==> config.mk <==
export PLATFORM = sky130hd
export DESIGN_NAME = nord_cell
export DESIGN_NICKNAME = d
export VERILOG_FILES = /design/src/hw/rtl/nth_order_row_difference_assert.svh /design/src/hw/rtl/nord_pkg.sv /design/src/hw/rtl/nord_cell.sv
export SDC_FILE = /design/constraint.sdc
export NUM_CORES = 1
export LEC_CHECK = 0
export BUFFER_PORTS_ARGS = -buffer_cell sky130_fd_sc_hd__clkbuf_2
export CAP_MARGIN = 30
export CORE_MARGIN = 3
export CORE_UTILIZATION = 25
export CTS_BUF_LIST = sky130_fd_sc_hd__clkbuf_4
export CTS_CLUSTER_SIZE = 30
export DETAILED_ROUTE_END_ITERATION = 10
export GPL_TIMING_DRIVEN = 0
export SLEW_MARGIN = 15
export SYNTH_ARGS = -nofsm -noshare
export SYNTH_HDL_FRONTEND = slang
export SYNTH_SLANG_ARGS = --single-unit
==> constraint.sdc <==
create_clock -name i_clk -period 8.9 [get_ports i_clk]
set_input_delay 0.445 -clock i_clk [delete_from_list [all_inputs] [get_ports i_clk]]
set_output_delay 0.445 -clock i_clk [all_outputs]
set_load 0.1 [all_outputs]
==> src/hw/rtl/nth_order_row_difference_assert.svh <==
// Assertion macros for the row difference block.
`ifndef NTH_ORDER_ROW_DIFFERENCE_ASSERT_SVH
`define NTH_ORDER_ROW_DIFFERENCE_ASSERT_SVH
`ifndef SYNTH
`define NORD_ASSERT_IMPLY(lbl, clk, rst_n, ante, cons) \
    lbl: assert property (@(posedge clk) disable iff (!(rst_n)) (ante) |-> (cons)) \
        else $error("nord: same-cycle check failed");
`define NORD_ASSERT_NEXT(lbl, clk, rst_n, ante, cons) \
    lbl: assert property (@(posedge clk) disable iff (!(rst_n)) (ante) |=> (cons)) \
        else $error("nord: next-cycle check failed");
`else
`define NORD_ASSERT_IMPLY(lbl, clk, rst_n, ante, cons)
`define NORD_ASSERT_NEXT(lbl, clk, rst_n, ante, cons)
`endif
`endif

==> src/hw/rtl/nord_pkg.sv <==
package nord_pkg;

    localparam int unsigned MaxOrderDef    = 8;
    localparam int unsigned MaxRowDef      = 4096;
    localparam int unsigned SampleWidthDef = 32;

    localparam int unsigned OrderW    = 4;
    localparam int unsigned RowLenW   = 13;
    localparam int unsigned ScaleW    = 32;
    localparam int unsigned OutW      = 48;
    localparam int unsigned FracBits  = 16;
    localparam int unsigned CfgIdxW   = 2;
    localparam int unsigned CfgDataW  = 32;

    localparam int unsigned OrderRst    = 1;
    localparam int unsigned RowLenRst   = 4096;
    localparam int unsigned InvScaleRst = 65536;

    typedef enum logic [CfgIdxW-1:0] {
        CfgOrder    = 2'd0,
        CfgRowLen   = 2'd1,
        CfgInvScale = 2'd2
    } t_cfg_idx;

    typedef struct packed {
        logic emit;
        logic last;
    } t_meta;

endpackage

==> src/hw/rtl/nord_cell.sv <==
module nord_cell #(
    parameter int unsigned StageW = nord_pkg::SampleWidthDef + nord_pkg::MaxOrderDef
) (
    input  logic                i_clk,
    input  logic                i_rst_n,
    input  logic                i_adv,
    input  logic                i_active,
    input  logic                i_valid,
    input  nord_pkg::t_meta     i_meta,
    input  logic [StageW-1:0]   i_value,
    output logic                o_valid,
    output nord_pkg::t_meta     o_meta,
    output logic [StageW-1:0]   o_value
);

    logic [StageW-1:0] r_delay;
    logic              r_valid;
    nord_pkg::t_meta   r_meta;
    logic [StageW-1:0] r_value;

    always_ff @(posedge i_clk) begin
        if (!i_rst_n) begin
            r_delay <= '0;
            r_valid <= 1'b0;
        end else if (i_adv) begin
            r_valid <= i_valid;
            if (i_valid && i_active) begin
                r_delay <= i_value;
            end
        end
    end

    always_ff @(posedge i_clk) begin
        if (i_adv) begin
            r_meta  <= i_meta;
            r_value <= i_active ? (i_value - r_delay) : i_value;
        end
    end

    assign o_valid = r_valid;
    assign o_meta  = r_meta;
    assign o_value = r_value;

endmodule

==> flow_summary.toml <==
[timing]
fmax_ghz = 0.313
timing.final.crit_share = 0.359
finalHoldViolCount = 0
finalSetupTns_ps = 0
fin_crit_ps = 3200
finalSetupViolCount = 0
worstMarginPinSlew_ps = 818
slew_headroom = 0.454
fin_ws_ps = 5700
finClkSkew_ps = 17.7
slew_viol_final = 0
rsz0062_at_grt = "no"

[grt]
grt_max_degree = 46
grt_pass1_vias = 4523
track_usage = 0.124
grt_pass1_wl_um = 23500
antenna_found_initial = 1
grt_overflow_total = 0

[die]
start_util = 0.255
rows = 54
die_x_um = 156
ios = 90
die_area_um2 = 24300
fp.dieH_um = 156
core_area_um2 = 22000

[clock_network]
cts_buffers = 9
clkTransAtPathRegs_ps = 130
clock_path_buffers = 2
clock_latency_ps = 470
post-cts-setup-buffers = 0
cts_tree = "done"
postCtsHoldBufs = 0
cts_resized = 0
cts_sinks = 83
htreeDepth = 3
cts_root_buf = "clkbuf_4"

[logic_synthesis]
syn_nets = 713
synth-seq-area-share = 0.371
ys.flop_type = "edfxtp_1"
synth_area_um2 = 5610
yosysWarnings = 0
ys_ff_latch = 83
async_reset_ff_frac = 0
syn-instance-count = 626
synth-edff-count = 42
synth_area_leaders = "edfxtp_1 22%, dfxtp_1 15%, ha_1 8.7%"
yosys.area.top_type = "edfxtp_1"
postSynthAreaPerCell_um2 = 8.95
yosysTopAreaCellShare = 0.225
synth_cell_types = 61

[layout]
fillers = 2351
ff_latch_area_um2 = 2080
utilization = 0.298
nets = 813
multi_input_area_um2 = 3200
area_delta_synth_final_pct = 16.7
drive_above_1_share = 0.213

[worst_setup_path]
required_ps = 9130
cp_num_buf_inv = 1
setup.worst_path.end_class = "register"
crit_fanout = 4
worstRegToRegCells = 12
cp_slowest_stage_delay_ps = 540
path_class = "register to register"
crit_path_end = "o_value[38]"
arrival_ps = 3430
critical_path.cell_chain = "ha_1, inv_1, fa_1, a21o_1, a21oi_2, nand4b_1, a21oi_1, or4_1, nand2_1, o31a_2, o21ai_0, a221o_1"
reg2reg_from = "r_delay[0]"
cp_slowest_cell = "or4_1"
critical-path-top-delay-family = "compound AO/OA/AOI/OAI gates"
r2r_setup_slack_ps = 5700
startpoint = "r_delay[0]"
reg2reg_to = "o_value[38]"
cp.depth = 12
critPathLaunchType = "register"

[hold_path]
hold_class = "input pin to register"

[placement]
detailedPlace.worstSlack_ps = 5470
place_hpwl_um = 11600
gp_congestion = 0.850
port-buffer-count = 89

[drt]
post_drt_wl_per_cell_um = 14.7
drcViolationCount = 0
drt_iter0_markers = 222
viasPerCell = 4.61
vias = 4666
first_pass_iters = 4
drt-total-wl_um = 14900
ant_nets = 0

[power_and_ir_drop]
p_switching_mw = 0.411
combinationalPowerShare = 0.360
power_frac_clock = 0.220
power_density_nw_per_um2 = 160
leakage_nw = 2.51
intPower_mw = 0.637
ir_worst_vdd_mv = 0.0936
seqPwrFrac = 0.420
p_sw_frac = 0.392
power.total_mw = 1.05

[flow_run]
drv_cap = 0

[outcome]
status = "finished clean"
## worst register-to-register path: cells and delay by family, from the launching register on
kind | cells | cell delay [ps]
AO/OA/AOI/OAI | 6 | 1130
AND/OR/NAND/NOR | 3 | 860
buffers and inverters | 1 | 50
flip-flops | 1 | 360
adder cells (fa/ha/maj) | 2 | 580
## sequential cells by signal (all words and copies together), names as in the netlist
| name | count |
|---|---|
| o_valid | 1 |
| o_meta | 2 |
| o_value | 40 |
| r_delay | 40 |
## area by class of cell
| type | instances | share of cell area |
|---|---|---|
| buffer | 31 | 0.0210 |
| timing repair buffer | 89 | 0.0685 |
| multi-input combinational | 463 | 0.489 |
| tap | 280 | 0.0535 |
| clock inverter | 3 | 0.00612 |
| antenna | 1 | 0.000382 |
| clock buffer | 13 | 0.0149 |
| sequential | 83 | 0.318 |
| inverter | 49 | 0.0281 |
## power by group through the flow
stage	clock network (mW)	registers (mW)	logic, mW
final	0.230	0.441	0.377
after global routing	0.255	0.444	0.407
after CTS	0.245	0.441	0.380
after detailed placement	0	0.450	0.378
after global placement	0	0.449	0.377
after floorplan	0	0.586	0.159
## synthesized netlist by cell type, types with 14 or more instances
| library cell | count |
|---|---|
| xor2_1 | 15 |
| a21boi_0 | 42 |
| edfxtp_1 | 42 |
| nor2_1 | 20 |
| dfxtp_1 | 41 |
| a21oi_1 | 44 |
| ha_1 | 39 |
| nand2_1 | 119 |
| clkbuf_1 | 23 |
| inv_1 | 49 |
| o21ai_0 | 14 |
| mux2_2 | 27 |
| a21o_1 | 23 |
| xnor2_1 | 17 |
## worst min-delay path by stage
stage | start | to | cells after the start
final | i_meta[1] | o_meta[1] | 1
after global routing | i_meta[1] | o_meta[1] | 1
after CTS | i_meta[1] | o_meta[1] | 1
after detailed placement | r_delay[18] | r_delay[18] | 2
after global placement | r_delay[7] | r_delay[7] | 2
after floorplan | r_delay[29] | r_delay[29] | 2
## per-layer routing
layer,track usage,up-vias,part of all wire
met1,0.159,2139,0.47
met4,0.0408,0,0.023
met3,0.0347,21,0.053
met2,0.201,98,0.46
li1,-,2408,-
met5,0,-,0
## kinds of logic (layout without fill, tap and decap cells)
kind of cell	Yosys count	count (layout)	synth area share
mux	32	32	0.0641
simple gates	187	187	0.150
compound gates	172	172	0.217
fa+ha+maj	40	40	0.0906
flops	83	83	0.371
other cells	0	1	0
xor+xnor	32	32	0.0500
buf+inv	80	185	0.0574
## per-stage QoR
stage	cell area [um2]	cells	hold slack, ps
final	6540	1012	150
after global routing	6540	1012	104
after CTS	6540	1011	93.7
after detailed placement	6400	995	457
after global placement	6400	995	451
after floorplan	5610	626	443
## placed cells by master (no fill, tap or decap), drive strengths merged, types with 6 or more instances in the layout
cell / count
clkbuf: 125
nand2: 119
a21oi: 50
inv: 49
a21boi: 42
edfxtp: 42
dfxtp: 41
ha: 39
mux2: 28
a21o: 23
nor2: 20
xnor2: 17
xor2: 15
o21ai: 15
nand4: 10
buf: 8
o21bai: 7
o21a: 6
(Power assumes the default switching activity.)
