$ cat src/hw/rtl/nth_order_row_difference_assert.svh
// Assertion macros for the row difference block.
`ifndef NTH_ORDER_ROW_DIFFERENCE_ASSERT_SVH
`define NTH_ORDER_ROW_DIFFERENCE_ASSERT_SVH
`ifndef SYNTH
`define NORD_ASSERT_IMPLY(lbl, clk, rst_n, ante, cons) \
    lbl: assert property (@(posedge clk) disable iff (!(rst_n)) (ante) |-> (cons)) \
        else $error("nord: same-cycle check failed");
`define NORD_ASSERT_NEXT(lbl, clk, rst_n, ante, cons) \
    lbl: assert property (@(posedge clk) disable iff (!(rst_n)) (ante) |=> (cons)) \
        else $error("nord: next-cycle check failed");
`else
`define NORD_ASSERT_IMPLY(lbl, clk, rst_n, ante, cons)
`define NORD_ASSERT_NEXT(lbl, clk, rst_n, ante, cons)
`endif
`endif

$ cat src/hw/rtl/nord_pkg.sv
package nord_pkg;

    localparam int unsigned MaxOrderDef    = 8;
    localparam int unsigned MaxRowDef      = 4096;
    localparam int unsigned SampleWidthDef = 32;

    localparam int unsigned OrderW    = 4;
    localparam int unsigned RowLenW   = 13;
    localparam int unsigned ScaleW    = 32;
    localparam int unsigned OutW      = 48;
    localparam int unsigned FracBits  = 16;
    localparam int unsigned CfgIdxW   = 2;
    localparam int unsigned CfgDataW  = 32;

    localparam int unsigned OrderRst    = 1;
    localparam int unsigned RowLenRst   = 4096;
    localparam int unsigned InvScaleRst = 65536;

    typedef enum logic [CfgIdxW-1:0] {
        CfgOrder    = 2'd0,
        CfgRowLen   = 2'd1,
        CfgInvScale = 2'd2
    } t_cfg_idx;

    typedef struct packed {
        logic emit;
        logic last;
    } t_meta;

endpackage

$ cat src/hw/rtl/nord_scale.sv
module nord_scale #(
    parameter int unsigned StageW = nord_pkg::SampleWidthDef + nord_pkg::MaxOrderDef
) (
    input  logic                                i_clk,
    input  logic                                i_rst_n,
    input  logic                                i_adv,
    input  logic                                i_valid,
    input  logic                                i_last,
    input  logic signed [StageW-1:0]            i_diff,
    input  logic signed [nord_pkg::ScaleW-1:0]  i_scale,
    output logic                                o_valid,
    output logic                                o_last,
    output logic signed [nord_pkg::OutW-1:0]    o_value
);

    localparam int unsigned LoW = StageW / 2;
    localparam int unsigned HiW = StageW - LoW;
    localparam int unsigned PW  = StageW + nord_pkg::ScaleW;
    localparam int unsigned RW  = PW - nord_pkg::FracBits;
    localparam int unsigned EW  = (RW > nord_pkg::OutW) ? RW : nord_pkg::OutW;
    localparam int unsigned OW  = nord_pkg::OutW;

    logic signed [LoW+nord_pkg::ScaleW:0]   n_plo;
    logic signed [HiW+nord_pkg::ScaleW-1:0] n_phi;
    logic signed [LoW+nord_pkg::ScaleW:0]   r_plo;
    logic signed [HiW+nord_pkg::ScaleW-1:0] r_phi;
    logic                                   r_m1_valid;
    logic                                   r_m1_last;

    logic signed [PW-1:0] w_prod;
    logic signed [PW-1:0] w_bias;
    logic signed [PW-1:0] w_sum;
    logic signed [RW-1:0] r_round;
    logic                 r_m2_valid;
    logic                 r_m2_last;

    logic signed [EW-1:0] w_ext;
    logic [EW-OW:0]       w_top;
    logic signed [OW-1:0] n_value;
    logic signed [OW-1:0] r_value;
    logic                 r_valid;
    logic                 r_last;

    // The difference is split into an unsigned low half and a signed high half.
    assign n_plo = $signed({1'b0, i_diff[LoW-1:0]}) * i_scale;
    assign n_phi = $signed(i_diff[StageW-1:LoW]) * i_scale;

    // Halves round away from zero, so a negative product takes one less.
    assign w_prod = ($signed(PW'(r_phi)) <<< LoW) + $signed(PW'(r_plo));
    assign w_bias = w_prod[PW-1] ? $signed(PW'(16'h7FFF)) : $signed(PW'(16'h8000));
    assign w_sum  = w_prod + w_bias;

    assign w_ext = EW'(r_round);
    assign w_top = w_ext[EW-1:OW-1];

    always_comb begin
        if ((&w_top) || !(|w_top)) begin
            n_value = w_ext[OW-1:0];
        end else if (w_ext[EW-1]) begin
            n_value = {1'b1, {(OW-1){1'b0}}};
        end else begin
            n_value = {1'b0, {(OW-1){1'b1}}};
        end
    end

    always_ff @(posedge i_clk) begin
        if (!i_rst_n) begin
            r_m1_valid <= 1'b0;
            r_m2_valid <= 1'b0;
            r_valid    <= 1'b0;
        end else if (i_adv) begin
            r_m1_valid <= i_valid;
            r_m2_valid <= r_m1_valid;
            r_valid    <= r_m2_valid;
        end
    end

    always_ff @(posedge i_clk) begin
        if (i_adv) begin
            r_plo     <= n_plo;
            r_phi     <= n_phi;
            r_m1_last <= i_last;
            r_round   <= w_sum[PW-1:nord_pkg::FracBits];
            r_m2_last <= r_m1_last;
            r_value   <= n_value;
            r_last    <= r_m2_last;
        end
    end

    assign o_valid = r_valid;
    assign o_last  = r_last;
    assign o_value = r_value;

endmodule

$ cat config.mk
export PLATFORM = sky130hd
export DESIGN_NAME = nord_scale
export DESIGN_NICKNAME = d
export VERILOG_FILES = /design/src/hw/rtl/nth_order_row_difference_assert.svh /design/src/hw/rtl/nord_pkg.sv /design/src/hw/rtl/nord_scale.sv
export SDC_FILE = /design/constraint.sdc
export NUM_CORES = 2
export LEC_CHECK = 0
export BUFFER_PORTS_ARGS = -buffer_cell sky130_fd_sc_hd__buf_2
export CAP_MARGIN = 15
export CORE_MARGIN = 10
export CORE_UTILIZATION = 50
export CTS_CLUSTER_DIAMETER = 60
export DETAILED_ROUTE_END_ITERATION = 10
export GPL_TIMING_DRIVEN = 0
export MAX_ROUTING_LAYER = met4
export PLACE_DENSITY = 0.74
export SLEW_MARGIN = 25
export SYNTH_ARGS = -nofsm -noshare
export SYNTH_HDL_FRONTEND = slang
export SYNTH_SLANG_ARGS = --single-unit
export TNS_END_PERCENT = 1
$ cat constraint.sdc
create_clock -name i_clk -period 10.4 [get_ports i_clk]
set_clock_uncertainty 0.2 [all_clocks]
set_input_delay 2.08 -clock i_clk [delete_from_list [all_inputs] [get_ports i_clk]]
set_output_delay 2.08 -clock i_clk [all_outputs]
set_load 0.05 [all_outputs]
==> flow_metrics.py <==
metrics = {
    "placed_design": {
        "gp_congestion": 1.08,
        "io_buffers": 94,
        "dp.cells": 7653,
        "place_ws_ps": -1030,
        "hpwlAfterDp_um": 159000,
        "placed_area_um2": 59600,
    },
    "critical_path": {
        "criticalPathCategory": "in2reg",
        "crit_family": "adder cells",
        "crit_chain": "buf_2 -> clkbuf_1 -> nand2_1 -> fa_1 -> inv_1 -> fa_1 -> fa_1 -> fa_1 -> fa_1 -> fa_1 -> inv_1 -> fa_1 -> inv_1 -> ha_1 -> nand4_1 -> nor3_1 -> a2111oi_2 -> buf_2 -> buf_2 -> o21ai_1 -> a31oi_2 -> o21ai_0 -> a311oi_1 -> xnor2_2",
        "required_ps": 10410,
        "timing.critical_path.buf_inv": 7,
        "worstPathArrival_ps": 10350,
        "critPathSlowestCell": "clkbuf_1",
        "crit_fanout": 10,
        "cpMostUsedCell": "fa_1",
        "cp-start-kind": "primary input",
        "critPathMaxStageDelay_ps": 770,
        "cp-end-kind": "flip-flop",
    },
    "die": {
        "initial_core_util_pct": 50.6,
        "die_y_um": 358,
        "io_pins": 127,
        "num_rows": 123,
        "coreArea_um2": 113000,
        "die_area_um2": 128000,
        "die_x_um": 358,
    },
    "clock_tree": {
        "cts_num_sinks": 215,
        "clk_pin_slew_ps": 60,
        "clk_latency_ps": 510,
        "cts_setup_buffers": 0,
        "cts_tree": "built",
        "postCtsHoldBufs": 0,
        "h-tree-depth": 1,
        "root_buffer": "clkbuf_16",
        "numCtsBuffers": 19,
        "cts_buffer_depth": 3,
    },
    "timing": {
        "finalHoldViolations": 0,
        "finalCritPeriodShare_pct": 99.4,
        "tightestPinTransition_ps": 1240,
        "setup_viol": 0,
        "drv_slew": 0,
        "setup_ws_ps": 57.5,
        "relSlewSlack_pct": 16.9,
        "max_freq_ghz": 0.0967,
        "period_minus_slack_ps": 10340,
        "rsz0062_at_grt": "true",
    },
    "synth": {
        "ys.flop_type": "edfxtp_1",
        "synth_seq_cells": 215,
        "avgSynthCellArea_um2": 9.44,
        "synth_edf_count": 212,
        "synth_top_area_share_pct": 44.5,
        "synthArstFlopShare_pct": 0,
        "syn-num-nets": 7734,
        "synth_cell_types": 88,
        "ys_warn_count": 0,
        "ys_seq_area_share_pct": 11.2,
        "synth_area_um2": 57200,
        "synthCells": 6053,
        "ys_top_cells_by_area": "fa_1 (45%), edfxtp_1 (11%), inv_1 (9.4%)",
        "synth_top_cell_by_area": "fa_1",
    },
    "final_layout": {
        "fin_cells": 7724,
        "nets": 7855,
        "fin_util_pct": 53.6,
        "syn_to_final_growth_pct": 5.92,
        "final_area_um2": 60500,
        "drive_gt1_share_pct": 3.74,
    },
    "drt": {
        "drc": 0,
        "wl_um": 185000,
        "drt-pass1-iter-count": 6,
        "met1_length_um": 69000,
        "wl_per_cell_um": 24.0,
        "drt.antenna.violating_nets": 0,
        "via_count": 42810,
        "routed.top_layer": "met4",
        "drtIter0Drc": 3685,
        "viasPerCell": 5.54,
        "wl_met2_um": 81600,
        "dr_wl_met3_um": 23900,
    },
    "grt": {
        "grt_pass1_wl_um": 280000,
        "grt_max_degree": 102,
        "antenna_found_initial": 38,
        "grt_use_total_pct": 30.3,
        "grt_pass1_vias": 45472,
        "grt-ovfl-total": 0,
    },
    "worst_hold_path": {
        "hp-class": "reg2reg",
    },
    "job": {
        "cap_violations": 0,
    },
    "run_status": {
        "status": "completed",
    },
}
==> final timing paths <==
| path | start | end | slack, ps | cells past startpoint |
|---|---|---|---|---|
| setup / recovery | i_diff[12] | r_plo[39] | 60 | 24 |
| hold / removal | r_m2_last | o_last | 220 | 0 |
| setup reg to reg | r_plo[52] | r_round[52] | 2890 | 18 |
| hold reg to reg | r_m2_last | o_last | 220 | 0 |
==> layer usage <==
metal / vias to the layer above / track usage (%)
li1: 18415 / -
met1: 21856 / 36.2
met2: 2044 / 45.5
met3: 495 / 10.9
met4: 0 / 14.2
met5: - / -
==> state kept, by name (all words and copies together) (netlist names), 48 cells and up <==
name     cells
o_value     48
r_plo       53
r_round     56
r_phi       52
==> area by class of cell <==
type,count,area [um^2]
antenna,40,100
buffer,295,1160
clock buffer,22,487
clock inverter,9,126
fill,10327,52400
inverter,1439,5410
multi-input combinational,4104,44400
sequential,215,6430
tap,1500,1880
timing repair buffer,100,558
==> cell usage in the layout (no fill, tap or decap), types with 6 or more instances in the layout <==
cell type     n
a211oi_1     13
a21o_1      147
a21oi_1     164
a221oi_1      6
a31oi_1      15
and2_1      710
and3_1       27
and4_1        7
buf_2       112
clkbuf_1    261
clkbuf_16    19
clkbuf_2     15
diode_2      40
edfxtp_1    212
fa_1       1272
ha_1        332
inv_1      1438
mux2i_1       8
nand2_1     662
nand2b_1     18
nand3_1      44
nand4_1      44
nor2_1       91
nor2b_1      15
nor3_1       39
nor4_1        9
nor4_2        6
o211ai_1     16
o21a_1       16
o21ai_0      88
o21ai_1       7
o21bai_1     18
o31ai_1       8
or3_1         6
xnor2_1     122
xnor2_2      14
xor2_1       65
xor2_2        6
==> cell families (layout without fill, tap and decap cells) <==
logic type               Yosys count  count (layout)  share of synthesized area, %
multiplexers                       9               9                         0.160
flip-flops                       215             215                          11.2
buffers and inverters           1734            1865                          11.4
other                              0              40                             0
AND/OR/NAND/NOR                 1712            1712                          15.5
AO/OA/AOI/OAI                    571             571                          6.67
XOR/XNOR                         208             208                          3.20
adder cells (fa/ha/maj)         1604            1604                          51.8
==> repair_timing <==
item,4_1_cts,5_1_grt
gates resized for setup,10,36
pin swaps,0,2
setup endpoints to repair,10,15
==> cells in the mapped netlist, types with 6 or more instances <==
master,number
inv_1,1438
fa_1,1272
and2_1,710
nand2_1,662
ha_1,332
clkbuf_1,274
edfxtp_1,212
a21oi_1,165
a21o_1,147
xnor2_1,135
nor2_1,92
o21ai_0,90
xor2_1,72
nand3_1,44
nand4_1,44
nor3_1,39
and3_1,27
nand2b_1,18
o21bai_1,18
a31oi_1,16
o211ai_1,16
o21a_1,16
buf_2,15
nor2b_1,15
a211oi_1,14
nor4_1,10
o31ai_1,9
mux2i_1,8
a221oi_1,7
and4_1,7
or3_1,6
==> stage by stage <==
stage               hold slack, ps  setup TNS [ps]
CTS                            222               0
floorplan                      200               0
finish                         220               0
detailed placement             206          -10040
global placement               202          -55370
global route                   226            -286
Power is not shown: default switching activity piles up to over one toggle a cycle in this logic, so the estimate is an artifact.
